--- config.mk ---
export PLATFORM = sky130hd
export DESIGN_NAME = arxp_ram
export DESIGN_NICKNAME = d
export VERILOG_FILES = /design/src/hw/rtl/arxp_ram.sv
export SDC_FILE = /design/constraint.sdc
export NUM_CORES = 1
export LEC_CHECK = 0
export ABC_AREA = 0
export BUFFER_PORTS_ARGS = -buffer_cell sky130_fd_sc_hd__buf_2
export CAP_MARGIN = 20
export CORE_MARGIN = 8
export CORE_UTILIZATION = 50
export DETAILED_ROUTE_END_ITERATION = 8
export GPL_TIMING_DRIVEN = 0
export PLACE_DENSITY = 0.78
export SYNTH_ARGS = -nofsm -noshare
export SYNTH_HDL_FRONTEND = slang
export SYNTH_SLANG_ARGS = --single-unit
--- constraint.sdc ---
create_clock -name i_clk -period 8.9 [get_ports i_clk]
set_clock_uncertainty 0.2 [all_clocks]
set_input_delay 0.445 -clock i_clk [delete_from_list [all_inputs] [get_ports i_clk]]
set_output_delay 0.445 -clock i_clk [all_outputs]
set_load 0.02 [all_outputs]
--- src/hw/rtl/arxp_ram.sv ---
module arxp_ram #(
    parameter int DEPTH = 8,
    parameter int WIDTH = 32,
    localparam int AW = $clog2(DEPTH)
) (
    input  logic             i_clk,
    input  logic             i_we,
    input  logic [AW-1:0]    i_waddr,
    input  logic [WIDTH-1:0] i_wdata,
    input  logic [AW-1:0]    i_raddr,
    output logic [WIDTH-1:0] o_rdata
);

    logic [WIDTH-1:0] r_mem [DEPTH];
    logic [WIDTH-1:0] r_rdata;

    always_ff @(posedge i_clk) begin
        if (i_we) begin
            r_mem[i_waddr] <= i_wdata;
        end
        r_rdata <= r_mem[i_raddr];
    end

    assign o_rdata = r_rdata;

endmodule

## Yosys cells after proc, flatten, opt, wreduce, memory -nomap -nowiden

Memories as Yosys holds them, arrays and structs flattened. A register that Yosys moved wholly into a read port is not among the register bits.
Index checks and enable logic that the tools add are counted.

- Input port bits: 40
- Word-level logic and storage cells: 3
- Memory bits (writable): 256
- Memories: 1
- Register bits after elaboration: 0
- Output and inout bits: 32

Memory list:

| memory | depth | bits a word | read ports | clocked after memory_dff | write ports | line | source |
|---|---|---|---|---|---|---|---|
| r_mem | 8 | 32 | 1 | 1 | 1 | 14 | `logic [WIDTH-1:0] r_mem [DEPTH];` |

- Multiplexer cells: 2

Operator list:

| cell | count |
|---|---|
| two-way mux 1 bit | 2 |

## Depth between registers and ports, before layout

- Depth after elaboration: 2
- Gate-level depth with buffers: 4
- Mapped depth without buffers: 2

## Worst setup path after synthesis

OpenSTA, ideal clock, no wires.

- Path kind: input port to flip-flop
- From: input i_waddr[2]
- To: memory r_mem[0][0] (enable)
- Path buffers: 0
- Arrival: 2.831 ns
- Slack: 5.408 ns
- Stages: 2
- Library setup time: 0.461 ns
- Path through: nand2b_1 nor3_1

RTL lines:

| item | line | source |
|---|---|---|
| start, declared | 8 | `input logic [AW-1:0] i_waddr,` |
| end, declared | 14 |  |

Straight into the memory's write port.

## Worst setup path in the final report

- From: input i_waddr[2]
- To: memory r_mem[0][11] (enable)

Straight into the memory's write port.

==> flow_summary.json <==
{
  "outcome": "complete, no violations",
  "clockBufferDepth": 3,
  "fin_area_um2": 12800,
  "min_path_cells": 2,
  "drc": 0,
  "syn_to_final_growth_pct": 22.0,
  "synth.net_count": 455,
  "synth_seq_cells": 288,
  "synth.distinct_cells": 13,
  "core_um2": 20800,
  "grt_usage": 0.159,
  "holdWs_ps": 113,
  "drt-wirelength-per-cell_um": 23.8,
  "finalSetupTns_ps": 0,
  "layout_common_cells": "edfxtp_1 (256), buf_2 (74), mux4_1 (40)",
  "rows": 53,
  "synth_top_area_frac": 0.734,
  "cp.required_ps": 8940,
  "io_pins": 72,
  "cts-root-buf": "clkbuf_16",
  "numCtsBuffers": 29,
  "critPathKind": "primary input to flip-flop",
  "num_vias": 4721,
  "synth_compound_area_frac": 0,
  "ys_warn_count": 0,
  "fp.dieW_um": 161,
  "worst_ep_arrival_time_ps": 1830,
  "synth-simple-area-share": 0.00562,
  "synth.largest_area_cell": "edfxtp_1",
  "cts_tree": "done",
  "fmax_ghz": 0.557,
  "startpoint": "i_waddr[2]",
  "synthAdderAreaFrac": 0,
  "vdd_drop_max_v": 0.000128,
  "worst_pin_slew_ps": 803,
  "slowest_delay_ps": 490,
  "fin_crit_sh": 0.202,
  "r2r_slack_ps": 7340,
  "insertion_delay_ps": 540,
  "layout_setup_ws_ps": 7110,
  "p_leak_nw": 4.40,
  "htree_levels": 1,
  "initial_core_util": 0.504,
  "grt_pass1_wl_um": 30700,
  "regToRegEndpoint": "o_rdata[9]",
  "final_common_cell": "edfxtp_1",
  "grt_pass1_vias": 5240,
  "drive_gt1_frac": 0.355,
  "hp-start": "i_waddr[0]",
  "antenna_found_initial": 0,
  "synth_xor_area_frac": 0,
  "path_cells": "buf_2, nand2b_1, nor3_2, buf_6, buf_4",
  "syn_inst": 415,
  "finalNonFillerCells": 858,
  "gp_congestion": 0.667,
  "slew_headroom": 0.465,
  "avgSynthCellArea_um2": 25.2,
  "hp-class": "primary input to flip-flop",
  "clock-sinks": 288,
  "pre_cts_ws_ps": 6470,
  "synth_top_family_by_area": "multiplexers",
  "crit_path_max_fanout": 9,
  "hold_end": "r_mem[4][27]",
  "via_per_inst": 5.50,
  "drtIter0Drc": 358,
  "setup_viol_count_final": 0,
  "grt_max_degree": 25,
  "hpwl_um": 12400,
  "hold_viol": 0,
  "synthTopCellsByArea": "edfxtp_1 (73%), mux4_1 (10%), dfxtp_1 (6.1%)",
  "crit_slowest_cell": "nor3_2",
  "critPathCaptureType": "flip-flop",
  "yosysSeqAreaShare": 0.796,
  "n_antenna_cell": 0,
  "min_period_ps": 1790,
  "rsz0062_at_grt": "no",
  "synthMuxAreaShare": 0.186,
  "wl_um": 20400,
  "place_area_um2": 11400,
  "power_density_nw_per_um2": 234,
  "clk_pin_slew_ps": 60,
  "dieArea_um2": 25800,
  "r2r_cells": 2,
  "maxCapViolations": 0,
  "netlist_area_um2": 10500,
  "reg2reg_from": "r_mem[6][9]",
  "dp_cells": 771,
  "firstDrtPassIters": 4,
  "grt-ovfl-total": 0,
  "io_buffers": 68,
  "nets": 600,
  "worst_setup_path_start_kind": "primary input",
  "ant_nets": 0,
  "die_h_um": 161,
  "drv_slew": 0
}
## critical path, delay by kind of cell
family | cells | cell delay (ps)
AND/OR/NAND/NOR | 2 | 780
buffers and inverters | 3 | 590
## how the worst max path moves through the flow
| stage | slack, ps | endpoint |
|---|---|---|
| after floorplan | 5410 | r_mem[0][0] |
| after CTS | 7010 | r_mem[4][1] |
| final | 7110 | r_mem[0][11] |
| after detailed placement | 6470 | r_mem[4][20] |
| after global routing | 7060 | r_mem[0][16] |
| after global placement | 3030 | r_mem[0][3] |
## synthesized netlist by cell type
cell type	number
clkbuf_1	1
mux2_2	32
buf_2	6
edfxtp_1	256
buf_1	4
nor3_1	2
mux4_2	24
nand2_1	2
buf_6	7
mux4_1	40
dfxtp_1	32
nor2_1	6
nand2b_1	3
## layer usage
metal / vias up / wire length [µm] / share of wire / GRT usage
li1: 2090 / - / - / -
met1: 2432 / 7990 / 0.39 / 0.191
met2: 158 / 10800 / 0.53 / 0.286
met3: 41 / 1130 / 0.055 / 0.0271
met4: 0 / 479 / 0.023 / 0.0552
met5: - / 0 / 0 / 0
## area by class of cell
cell class	count	area, µm²
clock inverters	15	208
repair buffers	114	871
plain buffers	18	128
fillers	1363	7990
well taps	275	344
multi-input cells	109	2070
flip-flops and latches	288	8330
clock buffers	39	823
## state kept, by name, indices dropped and copies added (netlist names)
name and count:
r_mem 256, o_rdata 32
## kinds of logic after synthesis
logic type | after synthesis
buffers and inverters | 18
flip-flops | 288
multiplexers | 96
AND/OR/NAND/NOR | 13
## per-stage QoR
stage	total power [W]	util
floorplan	0.00166	-
global placement	0.00172	0.537
detailed placement	0.00174	0.549
CTS	0.00301	0.615
global route	0.00308	0.615
finish	0.00299	0.615
## report_power, final
part / leakage (nW) / switching [W] / internal, W
clock network: 0.507 / 0.000479 / 0.000792
logic: 1.30 / 0.0000963 / 0.0000825
registers: 2.60 / 0.0000128 / 0.00153
## timing repair
item                                    CTS  global route
hold buffers                             32             0
resized for setup                         0             0
endpoints found under the setup margin    0             0
setup buffers                             0             0
endpoints found under the hold margin   256             0
No activity file was read; power rests on OpenSTA's default activity.
