**config.mk**
```make
export PLATFORM = sky130hd
export DESIGN_NAME = arxp_mac
export DESIGN_NICKNAME = d
export VERILOG_FILES = /design/src/hw/rtl/arxp_pkg.sv /design/src/hw/rtl/arxp_mac.sv
export SDC_FILE = /design/constraint.sdc
export NUM_CORES = 2
export LEC_CHECK = 0
export BUFFER_PORTS_ARGS = -buffer_cell sky130_fd_sc_hd__clkbuf_2
export CAP_MARGIN = 20
export CORE_ASPECT_RATIO = 1.2
export CORE_UTILIZATION = 40
export DETAILED_ROUTE_END_ITERATION = 10
export GPL_ROUTABILITY_DRIVEN = 0
export PLACE_DENSITY_LB_ADDON = 0.3
export SLEW_MARGIN = 20
export SYNTH_ARGS = -nofsm -noshare
export SYNTH_HDL_FRONTEND = slang
export SYNTH_SLANG_ARGS = --single-unit
```
**constraint.sdc**
```tcl
create_clock -name i_clk -period 16.7 [get_ports i_clk]
set_input_delay 3.34 -clock i_clk [delete_from_list [all_inputs] [get_ports i_clk]]
set_output_delay 3.34 -clock i_clk [all_outputs]
set_load 0.005 [all_outputs]
```
**src/hw/rtl/arxp_pkg.sv**
```systemverilog
package arxp_pkg;

    // Field widths of the stream and configuration channels
    localparam int ACTION_W    = 2;
    localparam int COEF_IDX_W  = 7;
    localparam int DATA_W      = 32;
    localparam int LAG_W       = 5;
    localparam int NIN_W       = 3;
    localparam int CFG_IDX_W   = 2;
    localparam int CFG_DATA_W  = 8;
    localparam int NUM_CH_FLDS = 4;
    localparam int S_TDATA_W   = 200;
    localparam int FRAC_BITS   = 16;

    // tdata bit positions of the input item
    localparam int TD_IDX_LSB  = 0;
    localparam int TD_COEF_LSB = TD_IDX_LSB + COEF_IDX_W;
    localparam int TD_MEAS_LSB = TD_COEF_LSB + DATA_W;
    localparam int TD_CH0_LSB  = TD_MEAS_LSB + DATA_W;

    // Item actions (code 3 has no meaning and is dropped)
    localparam logic [ACTION_W-1:0] ACT_SAMPLE   = 2'd0;
    localparam logic [ACTION_W-1:0] ACT_LOAD_OUT = 2'd1;
    localparam logic [ACTION_W-1:0] ACT_LOAD_IN  = 2'd2;

    // Configuration register indexes
    localparam logic [CFG_IDX_W-1:0] CFG_OUTPUT_LAGS = 2'd0;
    localparam logic [CFG_IDX_W-1:0] CFG_INPUT_LAGS  = 2'd1;
    localparam logic [CFG_IDX_W-1:0] CFG_INPUTS_USED = 2'd2;
    localparam logic [CFG_IDX_W-1:0] CFG_INPUT_DELAY = 2'd3;

    localparam logic [DATA_W-1:0] SAT_MAX = 32'h7FFF_FFFF;
    localparam logic [DATA_W-1:0] SAT_MIN = 32'h8000_0000;

    typedef enum logic [8:0] {
        ST_CLEAR  = 9'b000000001,
        ST_IDLE   = 9'b000000010,
        ST_REDUCE = 9'b000000100,
        ST_INPUT  = 9'b000001000,
        ST_OUTPUT = 9'b000010000,
        ST_DRAIN  = 9'b000100000,
        ST_PUSH_Y = 9'b001000000,
        ST_PUSH_U = 9'b010000000,
        ST_RESULT = 9'b100000000
    } t_state;

    // One tap issued to the multiply-accumulate pipeline
    typedef struct packed {
        logic valid;
        logic neg;
    } t_tap_ctl;

    // Status and result of the multiply-accumulate pipeline
    typedef struct packed {
        logic              busy;
        logic              sat;
        logic [DATA_W-1:0] value;
    } t_mac_res;

endpackage

```
**src/hw/rtl/arxp_mac.sv**
```systemverilog
module arxp_mac #(
    parameter int ACC_W = 80
) (
    input  logic                             i_clk,
    input  logic                             i_rst_n,
    input  logic                             i_clear,
    input  arxp_pkg::t_tap_ctl               i_tap,
    input  logic [arxp_pkg::DATA_W-1:0]      i_coef,
    input  logic [arxp_pkg::DATA_W-1:0]      i_hist,
    output arxp_pkg::t_mac_res               o_res
);
    import arxp_pkg::*;

    localparam int SH_W = ACC_W - FRAC_BITS;

    logic                       r_s1_v;
    logic                       r_s1_neg;
    logic                       r_s2_v;
    logic                       r_s2_neg;
    logic signed [2*DATA_W-1:0] r_prod;
    logic signed [2*DATA_W-1:0] n_prod;
    logic signed [ACC_W-1:0]    r_acc;
    logic signed [ACC_W-1:0]    n_acc;
    logic signed [ACC_W-1:0]    prod_ext;
    logic signed [SH_W-1:0]     shifted;
    logic [SH_W-DATA_W:0]       upper;
    logic                       fits;

    assign n_prod   = $signed(i_coef) * $signed(i_hist);
    assign prod_ext = {{(ACC_W-2*DATA_W){r_prod[2*DATA_W-1]}}, r_prod};

    always_comb begin
        n_acc = r_acc;
        if (i_clear) begin
            n_acc = '0;
        end else if (r_s2_v) begin
            n_acc = r_s2_neg ? (r_acc - prod_ext) : (r_acc + prod_ext);
        end
    end

    always_ff @(posedge i_clk) begin
        if (!i_rst_n) begin
            r_s1_v <= 1'b0;
            r_s2_v <= 1'b0;
        end else begin
            r_s1_v <= i_tap.valid;
            r_s2_v <= r_s1_v;
        end
    end

    always_ff @(posedge i_clk) begin
        r_s1_neg <= i_tap.neg;
        r_s2_neg <= r_s1_neg;
        r_prod   <= n_prod;
        r_acc    <= n_acc;
    end

    // floor shift, then clip when the upper bits are not a sign extension
    assign shifted = SH_W'(r_acc >>> FRAC_BITS);
    assign upper   = shifted[SH_W-1:DATA_W-1];
    assign fits    = (&upper) | ~(|upper);

    assign o_res.busy  = r_s1_v | r_s2_v;
    assign o_res.sat   = ~fits;
    assign o_res.value = fits ? shifted[DATA_W-1:0]
                              : (r_acc[ACC_W-1] ? SAT_MIN : SAT_MAX);

endmodule

```
Yosys cells after proc, flatten, opt, wreduce, memory -nomap -nowiden
Index checks and enable logic that the tools add are counted.
W data, S select, Z words.

word-level totals
  bits in registers = 148
  word-level logic and storage cells = 18
  output and inout port bits = 34
  input bits = 69

operators by class
  muxes and demuxes = 3
  reductions and logical operators = 2
  multipliers = 1
  add/sub/neg operators = 2
  bitwise logic cells = 4

operators by type and width
  kind                number
  $add A80 B64 Y80    1
  $mux W80            1
  $sub A80 B64 Y80    1
  $mul A32 B32 Y64    1
  $mux W32            2
  $reduce_and A33 Y1  1
  $reduce_or A33 Y1   1
  $not A1 Y1          2
  $or A1 B1 Y1        2

Logic depth before layout (Yosys ltp)
  depth after elaboration = 4
  gate-level depth with buffers = 31
  depth with buffers taken out = 29

Worst setup path after synthesis
OpenSTA, ideal clock, no wires.

  path type = input -> register
  start = input port i_coef[31] in the netlist's numbering
  end = register r_prod[62]
  buffers on the path = 2
  setup slack = 5.862 ns
  data arrival time = 10.765 ns
  cell stages on the path = 26
  setup time = 0.072 ns
  data required time = 16.628 ns
  cell sequence = clkbuf_1 nand2_1 fa_1 fa_1 inv_1 fa_1 inv_1 fa_1 fa_1 fa_1 fa_1 fa_1 inv_1 ha_1 clkbuf_1 a21o_1 a21o_1 a21oi_1 o21ai_0 a211oi_1 a31oi_1 o21ai_0 o21ai_0 a221o_1 a21oi_1 xnor2_1

on the way
  cells in the longest elaborated chain, start to end = 1

ends and longest elaborated chain
  item                    RTL line        source
  start: declaration      arxp_mac.sv:8   input logic [arxp_pkg::DATA_W-1:0] i_coef,
  $mul A32 B32 Y64        arxp_mac.sv:29  assign n_prod = $signed(i_coef) * $signed(i_hist);
  via n_prod[62]          arxp_mac.sv:21  logic signed [2*DATA_W-1:0] n_prod;
  end signal: assignment  arxp_mac.sv:54  r_prod <= n_prod;
  end: declaration        arxp_mac.sv:20  logic signed [2*DATA_W-1:0] r_prod;

The timed path passes the listed nets, and every way through them passes these cells.
A chain may end at the register's enable or synchronous reset.

Final worst setup path
  start = input port i_coef[10] in the netlist's numbering
  end = register r_prod[57]

Same word-level chain as after synthesis.

==> impl_metrics.toml <==
[clock_network]
postCtsHoldBufs = 0
clk_pin_slew_ns = 0.06
htreeDepth = 4
insertion_delay_ns = 0.45
post_cts_buffers = 0
numCtsBuffers = 17
root_buffer = "clkbuf_16"
cts.sinks = 148
clock_path_buffers = 2
cts_tree = "done"
cts_resized = 0

[final_layout]
utilization = 0.425
seqCellArea_um2 = 2970
fill_cells = 11418
area_growth_pct = 4.86
multi_input_area_um2 = 38700
layout_common_cells = "fa_1, inv_1, nand2_1, and2_1, ha_1"
fin_nets = 6530
drive_above_1_share = 0.0396
final_common_cell = "fa_1"

[synthesis]
synth-seq-area-share = 0.0635
postSynth.asyncResetShare = 0
synth_cell_type_count = 82
synth_edf_count = 0
synthesis.nets = 6644
synth_seq_cells = 148
synth_top_flop_cell = "dfxtp_1"
syn_avg_cell_area_um2 = 8.93
yosysWarnings = 0
synthCells = 5228
synthesis.area_um2 = 46700

[grt]
grt_max_degree = 80
gr-usage-met1 = 0.274
met2_usage = 0.404
grt_pass1_wl_um = 206000
track_usage = 0.223
busiest_layer = "met2"
grt_antenna_before_repair = 6
met3_usage = 0.0231
grt_pass1_vias = 37077
grt.overflow.total = 0

[floorplanning]
core_area_um2 = 115000
start_util = 0.405
die_width_um = 314
die_h_um = 376
pin_count = 103
row_count = 136
dieArea_um2 = 118000

[hold_path]
hold_path.class = "flip-flop to flip-flop"

[sta]
fin_tns_setup_ns = 0
rsz0062_at_grt = "false"
period_share = 0.702
max_slew_margin = 0.257
setup_violations = 0
skew_ns = 0.0186
final_max_slew_viol_count = 0
timing.fmax_ghz = 0.0853
tightest_slew_ns = 1.11
hold_violations = 0
period_minus_slack_ns = 11.72

[worst_setup_path]
worstPathRequired_ns = 17.02
worst-r2r-setup-slack_ns = 9.94
critPathMaxFanout = 32
startpoint_type = "input port"
arrival_ns = 12.04
crit_type = "input port to flip-flop"
endpoint_kind = "flip-flop"

[detailed_routing]
dr_total_vias = 34509
drc_errors = 0
viasPerCell = 5.19
post_drt_wl_per_cell_um = 19.4
finalWirelength_um = 129000
drtAntennaViolNets = 0
drt_pass1_iterations = 5
drtIter0Drc = 1928

[placement]
dpl.hpwl_um = 104000
portBuffers = 102

[run]
max-cap-violations = 0

[run_status]
status = "complete, no violations"
metrics by stage:
step	instance area, µm²	instances	hold slack (ns)	setup slack (ns)
2_1_floorplan	46700	5228	0.310	5.86
6_report	49000	6646	0.327	4.98
5_1_grt	49000	6645	0.343	4.56
3_5_place_dp	48300	6613	0.320	4.53
3_3_place_gp	48300	6613	0.314	4.67
4_1_cts	49000	6645	0.329	5.02
worst paths after layout:
path,from,to,depth (start not counted)
max reg2reg,r_prod[15],r_acc[78],20
max,i_coef[10],r_prod[57],28
min reg2reg,r_s1_neg,r_s2_neg,0
min,r_s1_neg,r_s2_neg,0
metal layers:
metal | routed length, µm | part of all wire | up-vias
met5 | 58 | 0.00045 | -
met4 | 4680 | 0.036 | 8
met3 | 5650 | 0.044 | 218
met2 | 67300 | 0.52 | 854
met1 | 51500 | 0.40 | 17866
li1 | - | - | 15563
area by class of cell:
cell class,count,area share
Tap cell,1518,0.0388
Inverter,1066,0.0817
Timing Repair Buffer,141,0.0164
Multi-Input combinational cell,3740,0.790
Clock buffer,18,0.00877
Sequential cell,148,0.0606
Antenna cell,1,0.0000511
Clock inverter,14,0.00411
sequential cells by signal (all words and copies together), names as in the netlist:
| signal | count |
|---|---|
| r_s2_neg | 1 |
| r_s2_v | 1 |
| r_acc | 80 |
| r_s1_neg | 1 |
| r_prod | 64 |
| r_s1_v | 1 |
critical path, stage by stage:
cell	delay, ns
clkbuf_2	0.70
and2_1	0.26
fa_1	0.44
fa_1	0.45
fa_1	0.55
inv_1	0.05
fa_1	0.50
inv_1	0.06
fa_1	0.49
inv_1	0.05
fa_1	0.53
inv_1	0.05
fa_1	0.47
inv_1	0.05
fa_1	0.47
inv_1	0.04
ha_1	0.34
and4_1	0.25
a41o_1	0.24
a211o_1	0.23
a41oi_1	0.72
a32o_1	0.40
o21ai_0	0.19
a221oi_1	0.44
o21ai_0	0.26
nand3_1	0.15
o21ai_0	0.12
xor2_1	0.16
synth_stat cells (31+ instances only):
cell type | instances | area [µm²]
a21oi_1 | 194 | 971
ha_1 | 264 | 3300
nand2_1 | 633 | 2380
fa_1 | 1083 | 21700
mux2i_1 | 47 | 470
o21ai_0 | 114 | 571
xnor2_1 | 164 | 1440
a21o_1 | 101 | 758
nor2_1 | 207 | 777
xor2_1 | 43 | 377
nor3_1 | 32 | 160
inv_1 | 1066 | 4000
nand3_1 | 31 | 155
nand4_1 | 40 | 250
and2_1 | 492 | 3080
dfxtp_1 | 148 | 2960
clkbuf_1 | 254 | 953
logic make-up after synthesis:
logic type | Yosys count | synth area share
adders and majority gates | 1347 | 0.535
and+or+nand+nor | 1561 | 0.165
AOI/OAI and AO/OA | 577 | 0.0779
muxes | 48 | 0.0106
buffers and inverters | 1340 | 0.109
DFF | 148 | 0.0635
xor gates and xnor gates | 207 | 0.0388
Power is left out: the tool's default activity adds up to more than one toggle a clock period on the data nets, which glitch-free logic cannot reach.
